--- src/hw/rtl/gse_pkg.sv ---
// gse_pkg: shared types and constants for the gnome sort engine
// beat structs, microcode control word, status flags and step names
// no dependencies
`default_nettype none

package gse_pkg;

    localparam int unsigned DATA_W = 32;

    // input beat: one element of the set
    typedef struct packed {
        logic signed [DATA_W-1:0] value;
        logic                     last;
    } in_beat_t;

    // result beat: one sorted element
    typedef struct packed {
        logic signed [DATA_W-1:0] sorted_value;
        logic                     final_res;
    } out_beat_t;

    // microprogram step addresses
    typedef enum logic [3:0] {
        U_LOAD = 4'd0,
        U_INIT = 4'd1,
        U_CHK  = 4'd2,
        U_RDA  = 4'd3,
        U_CMP  = 4'd4,
        U_INC  = 4'd5,
        U_SWP1 = 4'd6,
        U_SWP2 = 4'd7,
        U_ERD  = 4'd8,
        U_EPUT = 4'd9,
        U_ENXT = 4'd10,
        U_DONE = 4'd11
    } upc_t;

    // jump conditions
    typedef enum logic [2:0] {
        C_NEVER,
        C_ALWAYS,
        C_NOT_ACC_LAST,
        C_POS_GE_N,
        C_OUT_OF_ORDER,
        C_OUT_BUSY,
        C_K_LT_N
    } cond_t;

    // store read address select
    typedef enum logic [1:0] {
        RD_NONE,
        RD_POS_M1,
        RD_POS,
        RD_K
    } rd_sel_t;

    // store write select (swap halves)
    typedef enum logic [1:0] {
        WR_NONE,
        WR_LO_B,
        WR_HI_A
    } wr_sel_t;

    // position register operation
    typedef enum logic [1:0] {
        POS_HOLD,
        POS_SET1,
        POS_INC,
        POS_DEC
    } pos_op_t;

    // one microcode control word
    typedef struct packed {
        cond_t   cond;
        upc_t    target;
        rd_sel_t rd_sel;
        wr_sel_t wr_sel;
        pos_op_t pos_op;
        logic    in_rdy;
        logic    latch_a;
        logic    latch_b;
        logic    emit;
        logic    k_clr;
        logic    cnt_clr;
    } ctrl_t;

    // datapath status seen by the sequencer
    typedef struct packed {
        logic acc_last;
        logic pos_ge_n;
        logic out_of_order;
        logic out_busy;
        logic k_lt_n;
    } stat_t;

endpackage

`default_nettype wire

--- src/hw/rtl/gse_ucode_rom.sv ---
// gse_ucode_rom: read-only microprogram, one control word per step
// depends on gse_pkg
`default_nettype none

module gse_ucode_rom (
    input  gse_pkg::upc_t  upc,
    output gse_pkg::ctrl_t ctrl
);

    // program table
    always_comb begin
        ctrl         = '0;
        ctrl.cond    = gse_pkg::C_NEVER;
        ctrl.target  = gse_pkg::U_LOAD;
        ctrl.rd_sel  = gse_pkg::RD_NONE;
        ctrl.wr_sel  = gse_pkg::WR_NONE;
        ctrl.pos_op  = gse_pkg::POS_HOLD;
        case (upc)
            // collect beats until one flagged last
            gse_pkg::U_LOAD: begin
                ctrl.in_rdy = 1'b1;
                ctrl.cond   = gse_pkg::C_NOT_ACC_LAST;
                ctrl.target = gse_pkg::U_LOAD;
            end
            gse_pkg::U_INIT: begin
                ctrl.pos_op = gse_pkg::POS_SET1;
                ctrl.k_clr  = 1'b1;
            end
            // loop head: done when pos reaches n, else fetch lower neighbour
            gse_pkg::U_CHK: begin
                ctrl.cond   = gse_pkg::C_POS_GE_N;
                ctrl.target = gse_pkg::U_ERD;
                ctrl.rd_sel = gse_pkg::RD_POS_M1;
            end
            gse_pkg::U_RDA: begin
                ctrl.latch_a = 1'b1;
                ctrl.rd_sel  = gse_pkg::RD_POS;
            end
            gse_pkg::U_CMP: begin
                ctrl.latch_b = 1'b1;
                ctrl.cond    = gse_pkg::C_OUT_OF_ORDER;
                ctrl.target  = gse_pkg::U_SWP1;
            end
            gse_pkg::U_INC: begin
                ctrl.pos_op = gse_pkg::POS_INC;
                ctrl.cond   = gse_pkg::C_ALWAYS;
                ctrl.target = gse_pkg::U_CHK;
            end
            // swap over two writes, then step back
            gse_pkg::U_SWP1: begin
                ctrl.wr_sel = gse_pkg::WR_LO_B;
            end
            gse_pkg::U_SWP2: begin
                ctrl.wr_sel = gse_pkg::WR_HI_A;
                ctrl.pos_op = gse_pkg::POS_DEC;
                ctrl.cond   = gse_pkg::C_ALWAYS;
                ctrl.target = gse_pkg::U_CHK;
            end
            // emission loop
            gse_pkg::U_ERD: begin
                ctrl.rd_sel = gse_pkg::RD_K;
            end
            gse_pkg::U_EPUT: begin
                ctrl.emit   = 1'b1;
                ctrl.cond   = gse_pkg::C_OUT_BUSY;
                ctrl.target = gse_pkg::U_EPUT;
            end
            gse_pkg::U_ENXT: begin
                ctrl.cond   = gse_pkg::C_K_LT_N;
                ctrl.target = gse_pkg::U_ERD;
            end
            gse_pkg::U_DONE: begin
                ctrl.cnt_clr = 1'b1;
                ctrl.cond    = gse_pkg::C_ALWAYS;
                ctrl.target  = gse_pkg::U_LOAD;
            end
            default: begin
                ctrl.cond   = gse_pkg::C_ALWAYS;
                ctrl.target = gse_pkg::U_LOAD;
            end
        endcase
    end

endmodule

`default_nettype wire

--- src/hw/rtl/gse_sequencer.sv ---
// gse_sequencer: step counter with conditional jumps
// depends on gse_pkg
`default_nettype none

module gse_sequencer (
    input  wire            aclk,
    input  wire            aresetn,
    input  gse_pkg::ctrl_t ctrl,
    input  gse_pkg::stat_t stat,
    output gse_pkg::upc_t  upc
);

    gse_pkg::upc_t upc_reg;
    gse_pkg::upc_t upc_next;
    logic          jump;

    // condition select
    always_comb begin
        case (ctrl.cond)
            gse_pkg::C_NEVER:        jump = 1'b0;
            gse_pkg::C_ALWAYS:       jump = 1'b1;
            gse_pkg::C_NOT_ACC_LAST: jump = !stat.acc_last;
            gse_pkg::C_POS_GE_N:     jump = stat.pos_ge_n;
            gse_pkg::C_OUT_OF_ORDER: jump = stat.out_of_order;
            gse_pkg::C_OUT_BUSY:     jump = stat.out_busy;
            gse_pkg::C_K_LT_N:       jump = stat.k_lt_n;
            default:                 jump = 1'b1;
        endcase
    end

    // next step
    always_comb begin
        if (jump) begin
            upc_next = ctrl.target;
        end else begin
            upc_next = gse_pkg::upc_t'(upc_reg + 4'd1);
        end
    end

    always_ff @(posedge aclk) begin
        if (!aresetn) begin
            upc_reg <= gse_pkg::U_LOAD;
        end else begin
            upc_reg <= upc_next;
        end
    end

    assign upc = upc_reg;

    // loading only leaves on a last beat
    a_load_exit: assert property (@(posedge aclk) disable iff (!aresetn)
        (upc_reg == gse_pkg::U_LOAD && !stat.acc_last) |=> (upc_reg == gse_pkg::U_LOAD))
        else $error("load step left without a last beat");

    // a swap always follows an out-of-order compare
    a_swap_entry: assert property (@(posedge aclk) disable iff (!aresetn)
        (upc_reg == gse_pkg::U_SWP1) |-> ($past(upc_reg) == gse_pkg::U_CMP))
        else $error("swap entered from outside compare");

    // the step counter stays on programmed steps
    a_upc_range: assert property (@(posedge aclk) disable iff (!aresetn)
        upc_reg <= gse_pkg::U_DONE)
        else $error("step counter off program");

endmodule

`default_nettype wire

--- src/hw/rtl/gse_datapath.sv ---
// gse_datapath: element store, position and emit counters, compare and result register
// depends on gse_pkg
`default_nettype none

module gse_datapath #(
    parameter int unsigned DEPTH = 64
) (
    input  wire               aclk,
    input  wire               aresetn,
    input  gse_pkg::ctrl_t    ctrl,
    output gse_pkg::stat_t    stat,
    input  wire               s_valid,
    output logic              s_ready,
    input  gse_pkg::in_beat_t s_data,
    output logic              m_valid,
    input  wire               m_ready,
    output gse_pkg::out_beat_t m_data
);

    localparam int unsigned ADDR_W = $clog2(DEPTH);
    localparam int unsigned CNT_W  = $clog2(DEPTH + 1);

    logic signed [gse_pkg::DATA_W-1:0] mem [DEPTH];

    logic [CNT_W-1:0]                  count_reg, count_next;
    logic [CNT_W-1:0]                  pos_reg, pos_next;
    logic [CNT_W-1:0]                  k_reg, k_next;
    logic signed [gse_pkg::DATA_W-1:0] a_reg, b_reg, rd_data_reg;
    logic                              m_valid_reg, m_valid_next;
    gse_pkg::out_beat_t                m_data_reg;

    logic                              s_acc;
    logic                              has_room;
    logic                              out_free;
    logic                              out_fire;
    logic                              wr_en;
    logic [ADDR_W-1:0]                 wr_addr;
    logic signed [gse_pkg::DATA_W-1:0] wr_data;
    logic                              rd_en;
    logic [ADDR_W-1:0]                 rd_addr;
    logic [CNT_W-1:0]                  pos_m1;

    assign s_ready  = ctrl.in_rdy;
    assign s_acc    = s_valid && ctrl.in_rdy;
    assign has_room = (count_reg < CNT_W'(DEPTH));
    assign out_free = !m_valid_reg || m_ready;
    assign out_fire = ctrl.emit && out_free;
    assign pos_m1   = pos_reg - CNT_W'(1);

    // status towards the sequencer
    always_comb begin
        stat.acc_last     = s_acc && s_data.last;
        stat.pos_ge_n     = (pos_reg >= count_reg);
        stat.out_of_order = (a_reg > rd_data_reg);
        stat.out_busy     = !out_free;
        stat.k_lt_n       = (k_reg < count_reg);
    end

    // store write port: load beat or one half of a swap
    always_comb begin
        wr_en   = 1'b0;
        wr_addr = count_reg[ADDR_W-1:0];
        wr_data = s_data.value;
        case (ctrl.wr_sel)
            gse_pkg::WR_LO_B: begin
                wr_en   = 1'b1;
                wr_addr = pos_m1[ADDR_W-1:0];
                wr_data = b_reg;
            end
            gse_pkg::WR_HI_A: begin
                wr_en   = 1'b1;
                wr_addr = pos_reg[ADDR_W-1:0];
                wr_data = a_reg;
            end
            default: begin
                wr_en = s_acc && has_room;
            end
        endcase
    end

    // store read port
    always_comb begin
        rd_en   = 1'b1;
        rd_addr = pos_reg[ADDR_W-1:0];
        case (ctrl.rd_sel)
            gse_pkg::RD_POS_M1: rd_addr = pos_m1[ADDR_W-1:0];
            gse_pkg::RD_POS:    rd_addr = pos_reg[ADDR_W-1:0];
            gse_pkg::RD_K:      rd_addr = k_reg[ADDR_W-1:0];
            default:            rd_en   = 1'b0;
        endcase
    end

    always_ff @(posedge aclk) begin
        if (wr_en) begin
            mem[wr_addr] <= wr_data;
        end
        if (rd_en) begin
            rd_data_reg <= mem[rd_addr];
        end
    end

    // fill count, saturating at the store depth
    always_comb begin
        count_next = count_reg;
        if (ctrl.cnt_clr) begin
            count_next = '0;
        end else if (s_acc && has_room) begin
            count_next = count_reg + CNT_W'(1);
        end
    end

    // sort position
    always_comb begin
        case (ctrl.pos_op)
            gse_pkg::POS_SET1: pos_next = CNT_W'(1);
            gse_pkg::POS_INC:  pos_next = pos_reg + CNT_W'(1);
            gse_pkg::POS_DEC:  pos_next = (pos_reg == CNT_W'(1)) ? pos_reg : pos_m1;
            default:           pos_next = pos_reg;
        endcase
    end

    // emit index
    always_comb begin
        k_next = k_reg;
        if (ctrl.k_clr) begin
            k_next = '0;
        end else if (out_fire) begin
            k_next = k_reg + CNT_W'(1);
        end
    end

    // result register valid
    always_comb begin
        m_valid_next = m_valid_reg;
        if (out_fire) begin
            m_valid_next = 1'b1;
        end else if (m_ready) begin
            m_valid_next = 1'b0;
        end
    end

    always_ff @(posedge aclk) begin
        if (!aresetn) begin
            count_reg   <= '0;
            pos_reg     <= '0;
            k_reg       <= '0;
            m_valid_reg <= 1'b0;
        end else begin
            count_reg   <= count_next;
            pos_reg     <= pos_next;
            k_reg       <= k_next;
            m_valid_reg <= m_valid_next;
        end
    end

    // compare operands and result payload
    always_ff @(posedge aclk) begin
        if (ctrl.latch_a) begin
            a_reg <= rd_data_reg;
        end
        if (ctrl.latch_b) begin
            b_reg <= rd_data_reg;
        end
        if (out_fire) begin
            m_data_reg.sorted_value <= rd_data_reg;
            m_data_reg.final_res    <= ((k_reg + CNT_W'(1)) == count_reg);
        end
    end

    assign m_valid = m_valid_reg;
    assign m_data  = m_data_reg;

    // fill count never passes the depth
    a_count_max: assert property (@(posedge aclk) disable iff (!aresetn)
        count_reg <= CNT_W'(DEPTH))
        else $error("fill count beyond depth");

    // a beat is only emitted for a stored element
    a_emit_bound: assert property (@(posedge aclk) disable iff (!aresetn)
        out_fire |-> (k_reg < count_reg))
        else $error("emit past the end of the set");

    // swaps never touch the entry below zero
    a_swap_pos: assert property (@(posedge aclk) disable iff (!aresetn)
        (ctrl.wr_sel != gse_pkg::WR_NONE) |-> (pos_reg != '0 && pos_reg < count_reg))
        else $error("swap at invalid position");

endmodule

`default_nettype wire

--- src/hw/rtl/gnome_sort_engine_top.sv ---
// Gnome sort engine. Input beats carry one signed 32-bit value each and are
// taken one per cycle into an internal store of DEPTH entries; beats beyond
// DEPTH are dropped, and a beat flagged last closes the set. s_ready then
// falls while a microcoded sequencer gnome-sorts the store in place through
// a single-port-read, single-port-write memory: each neighbour check reads
// and compares two adjacent entries, and each swap writes both back and
// steps back one position. The sorted values then leave on the m_ channel
// in ascending order, one beat per pass through the read, put and next
// steps of the emission loop, the put step waiting while the output
// register is still full, with final_res high on the largest. s_ready
// rises again once the next and done steps have followed the loading of the
// last beat into the output register. Equal values keep their arrival order.
// depends on gse_pkg, gse_ucode_rom, gse_sequencer, gse_datapath
`default_nettype none

module gnome_sort_engine_top #(
    parameter int unsigned DEPTH = 64
) (
    input  wire                aclk,
    input  wire                aresetn,
    input  wire                s_valid,
    output logic               s_ready,
    input  gse_pkg::in_beat_t  s_data,
    output logic               m_valid,
    input  wire                m_ready,
    output gse_pkg::out_beat_t m_data
);

    gse_pkg::upc_t  upc;
    gse_pkg::ctrl_t ctrl;
    gse_pkg::stat_t stat;

    // microprogram store
    gse_ucode_rom u_rom (
        .upc  (upc),
        .ctrl (ctrl)
    );

    // step counter
    gse_sequencer u_seq (
        .aclk    (aclk),
        .aresetn (aresetn),
        .ctrl    (ctrl),
        .stat    (stat),
        .upc     (upc)
    );

    // store and arithmetic
    gse_datapath #(
        .DEPTH (DEPTH)
    ) u_dp (
        .aclk    (aclk),
        .aresetn (aresetn),
        .ctrl    (ctrl),
        .stat    (stat),
        .s_valid (s_valid),
        .s_ready (s_ready),
        .s_data  (s_data),
        .m_valid (m_valid),
        .m_ready (m_ready),
        .m_data  (m_data)
    );

endmodule

`default_nettype wire
--- config.mk ---
export PLATFORM = sky130hd
export DESIGN_NAME = gnome_sort_engine_top
export DESIGN_NICKNAME = d
export VERILOG_FILES = /design/src/hw/rtl/gse_pkg.sv /design/src/hw/rtl/gse_ucode_rom.sv /design/src/hw/rtl/gse_sequencer.sv /design/src/hw/rtl/gse_datapath.sv /design/src/hw/rtl/gnome_sort_engine_top.sv
export SDC_FILE = /design/constraint.sdc
export NUM_CORES = 2
export LEC_CHECK = 0
export BUFFER_PORTS_ARGS = -buffer_cell sky130_fd_sc_hd__buf_2
export CAP_MARGIN = 5
export CORE_ASPECT_RATIO = 1.75
export CORE_UTILIZATION = 40
export CTS_BUF_LIST = sky130_fd_sc_hd__clkbuf_4 sky130_fd_sc_hd__clkbuf_8
export CTS_CLUSTER_DIAMETER = 120
export CTS_CLUSTER_SIZE = 16
export DETAILED_ROUTE_END_ITERATION = 8
export GPL_TIMING_DRIVEN = 0
export PLACE_DENSITY = 0.6
export SLEW_MARGIN = 10
export SYNTH_ARGS = -nofsm -noshare
export SYNTH_HDL_FRONTEND = slang
export SYNTH_HIERARCHICAL = 1
export SYNTH_SLANG_ARGS = --single-unit
--- constraint.sdc ---
create_clock -name aclk -period 9.45 [get_ports aclk]
set_input_delay 0.4725 -clock aclk [delete_from_list [all_inputs] [get_ports aclk]]
set_output_delay 0.4725 -clock aclk [all_outputs]
set_load 0.02 [all_outputs]
==> results by group <==
Placed design
  • Placed Cells: 9,454
  • Placer's final routability congestion estimate: 1.039
  • Worst setup slack after placement: 3.148 ns
  • HPWL reported at the end of detailed placement: 220.6 mm
  • Input/output buffers: 71
  • Cell area after placement: 0.09618 mm2

Pwr
  • Internal power: 15,970 uW
  • Switching part of the total: 42.11%
  • Worst vdd ir: 0.1658 mV
  • LEAKAGE: 0.03312 uW
  • Share of power burned in combinational logic: 41.8%
  • Clock power share: 16.8%
  • Reported net switching power: 11,620 uW
  • Relative contribution of sequential cells to total power: 41.4%
  • PD cells: 279.0 mW/mm2

Synth
  • Count of flip-flops with a built-in enable after synthesis: 2,177
  • Post-Syn Instances: 6,376
  • Count of different cell masters after synthesis: 94
  • Number of synthesis warnings: 6
  • Net count after synthesis: 6,467
  • Register bit count reported by yosys: 2,203
  • XOR/XNOR Fraction of Synth Area: 0.2372%
  • Combinational family with the most area after synthesis: simple AND/OR/NAND/NOR gates
  • Post-Synthesis Cell Area: 0.08861 mm2
  • Mux share of post-synthesis cell area: 1.500%
  • Compound-Gate Fraction of Synth Area: 8.270%
  • Post-synthesis share of cell area spent on full adders, half adders and majority gates: 0.7625%
  • Synth Area in Simple Gates: 12.24%
  • Avg Inst Size Synth: 13.90 um2
  • Asr flop ratio synth: 0%
  • Share of synthesized area occupied by flip-flops and latches: 74.36%
  • Predominant post-synthesis flop cell: edfxtp_1

Critical path
  • Cell depth of the worst flop-to-flop path: 13
  • Reg2reg end: u_dp/rd_data_reg[23]
  • Worst setup path start: u_seq/upc[3]
  • Sort of element at the start of the critical path: flop
  • Crit. End Element: flop
  • Critical Setup Path Class: flop to flop
  • Critical Path Slowest Stage Cell: nor4_1
  • Data arrival time of the critical path: 7.54 ns
  • Data required time at the worst endpoint: 10.01 ns
  • Startpoint of the most critical register-to-register path: u_seq/upc[3]
  • Cell breakdown of the critical path: buf_4, xnor2_1, nor3_1, buf_2, nor2b_1, a32oi_2, nand2_2, buf_2, buf_2, a211oi_1, o41ai_1, nand4_1, nor4_1
  • Most common cell on crit path: buf_2
  • Flop2flop setup slack: 2.46 ns
  • Largest driver fanout on the critical path: 10
  • Stage delay of the slowest cell on the critical path: 1.21 ns

Global routing
  • Vias in the first global route: 55,820
  • Wire length of the first global-routing pass: 415.3 mm
  • Initial antenna violation count: 22
  • Overall fraction of global-route tracks in use: 26.40%
  • Pin count of the biggest net entering global routing: 40
  • Grt total ovfl: 0

Routing
  • Detailed Route WL: 299.1 mm
  • Number of vias per cell: 5.848
  • Post-detailed-route count of antenna-violating nets: 0
  • Routed wire length per instance: 30.84 um
  • Metal-1 WL: 99.62 mm
  • Top layer reached by signal wires: met5
  • Total via count after detailed routing: 56,720
  • Initial DRC Count: 5,858
  • Met2 wire length: 152.6 mm
  • DRC: 0
  • DR WL met3: 17.68 mm
  • Iteration count of the initial detailed-routing pass: 5

Timing
  • Time the final worst path needs with I/O delays and setup: 6.986 ns
  • Fraction of the cycle the final worst path needs: 73.93%
  • Slew headroom: 4.618%
  • PnR worst setup slack: 2.464 ns
  • Final clock skew: 0.1003 ns
  • RSZ-0062 raised after global routing: no
  • Slew at the pin with the worst max-slew slack: 1.431 ns
  • Setup-violating endpoint count in the final report: 0
  • Hold Vio Cnt, Final: 0
  • Worst Hold Margin: 0.1105 ns
  • Maximum clock frequency: 0.1431 GHz
  • Max-slew violation total from the final report: 0

Floorplanning
  • Total die area: 0.2235 mm2
  • Initial cell density of the core: 40.23%
  • Die height: 624.6 um
  • DIE WIDTH: 357.8 um
  • Number of I/O pins: 72
  • Number of standard-cell rows in the floorplan: 228
  • Floorplan Core Area: 0.2202 mm2

Flow run
  • Max cap viols: 0

Min path
  • Worst Min Path Start: s_data[12]
  • Worst hold path type: input port to flop
  • Number of cells traversed by the worst hold path: 3
  • Worst hold endpoint: u_dp/mem[59][11]

Finish
  • Final net count: 6,855
  • Area growth, synth to finish: 11.62%
  • Final design instance area without fill: 0.09891 mm2
  • Top library cells by usage in the layout, fill and taps aside: 2,177 x edfxtp_1, 1,464 x nand2_1, 384 x a21oi_1
  • Layout Utilization: 44.91%
  • Most frequent standard cell in the layout excluding fill and tap cells: edfxtp_1
  • Share of layout cells above drive strength 1: 11.29%
  • Flip-flop count of the largest register after layout: 2,048
  • Non-filler instance count after layout: 9,699

CTS
  • Number of buffers added by the clock tree synthesis step: 163
  • Latest clock arrival within the worst-skew pair: 0.93 ns
  • Clock-pin slew on the worst setup and hold paths: 0.10 ns
  • CTS sink count: 2,203
  • CTS tree: yes
  • Cell at the root of the clock tree: clkbuf_8
  • H-tree levels: 4
  • Bufs on Longest Clock Path: 4
  • Post-CTS resize count: 0

Run status
  • Status: finished, final reports clean
[cells in the mapped netlist (all sizes together) (28+ instances only)]
cell type	number	share of area (%)
nor4	39	0.35
a32oi	95	0.95
inv	59	0.25
ha	54	0.76
nand4	46	0.34
clkbuf	184	0.78
o22ai	62	0.44
buf	249	1.6
nand3	255	1.5
o211ai	35	0.30
mux2i	108	1.2
a32o	34	0.38
o41ai	30	0.30
a31oi	33	0.25
edfxtp	2177	74
a41oi	32	0.32
nor2	124	0.53
nor3	28	0.18
a22oi	39	0.35
o21ai	96	0.54
and3	244	1.7
or4	29	0.29
a211oi	190	1.6
nand2	1467	6.2
a21oi	384	2.2
or3	96	0.68
[worst max-delay path by stage]
| stage | depth (start not counted) | slack [ns] | to |
|---|---|---|---|
| 2_1_floorplan | 9 | 4.39 | u_dp/mem[0][29] |
| 3_3_place_gp | 7 | -2.64 | u_dp/mem[35][14] |
| 3_5_place_dp | 13 | 3.15 | u_dp/rd_data_reg[21] |
| 4_1_cts | 13 | 3.10 | u_dp/rd_data_reg[21] |
| 5_1_grt | 13 | 2.53 | u_dp/rd_data_reg[23] |
| 6_report | 13 | 2.46 | u_dp/rd_data_reg[23] |
[final cells by class]
type                    instances  area [um2]
fillers                     19550      121300
repair buffers                223        3306
plain buffers                 433        2111
inverters                      60       225.2
multi-input cells            3680       21240
clock buffers                 181        2404
clock inverters                 4       30.03
well taps                    2875        3597
flip-flops and latches       2203       65890
diodes                         40       100.1
[timing repair]
| action | 4_1_cts | 5_1_grt |
|---|---|---|
| setup buffers | 0 | 0 |
| endpoints found under the hold margin | 105 | 0 |
| hold buffers | 20 | 0 |
[worst max-delay path, delay by kind of cell (launching register included)]
| kind | cells | cell delay, ns |
|---|---|---|
| buffers and inverters | 4 | 1.68 |
| XOR/XNOR | 1 | 0.08 |
| AND/OR/NAND/NOR | 5 | 3.35 |
| AO/OA/AOI/OAI | 3 | 1.06 |
| flip-flops | 1 | 0.42 |
[routing by layer]
metal | global-route usage, % | up-vias
met5 | 0 | -
met3 | 3.241 | 714
li1 | - | 24740
met1 | 28.14 | 28720
met4 | 22.16 | 4
met2 | 46.24 | 2551
[power by group through the flow]
stage / sequential (uW) / combinational (uW) / clock (uW)
after floorplan: 11600 / 5870 / 0
after global placement: 11800 / 10900 / 0
after detailed placement: 11600 / 11200 / 0
after CTS: 11400 / 11300 / 4720
after global routing: 11400 / 11900 / 5020
final: 11400 / 11500 / 4630
[metrics by stage]
stage | setup TNS (ns) | power (uW)
final | 0 | 27600
after global routing | 0 | 28360
after CTS | 0 | 27410
after detailed placement | 0 | 22880
after global placement | -1564.15 | 22680
after floorplan | 0 | 17520
[cells by family after synthesis]
family,after synthesis
compound gates,1100
xor+xnor,24
fa+ha+maj,54
buf+inv,493
flops,2203
mux,120
simple gates,2382
No activity file was read; power rests on OpenSTA's default activity.
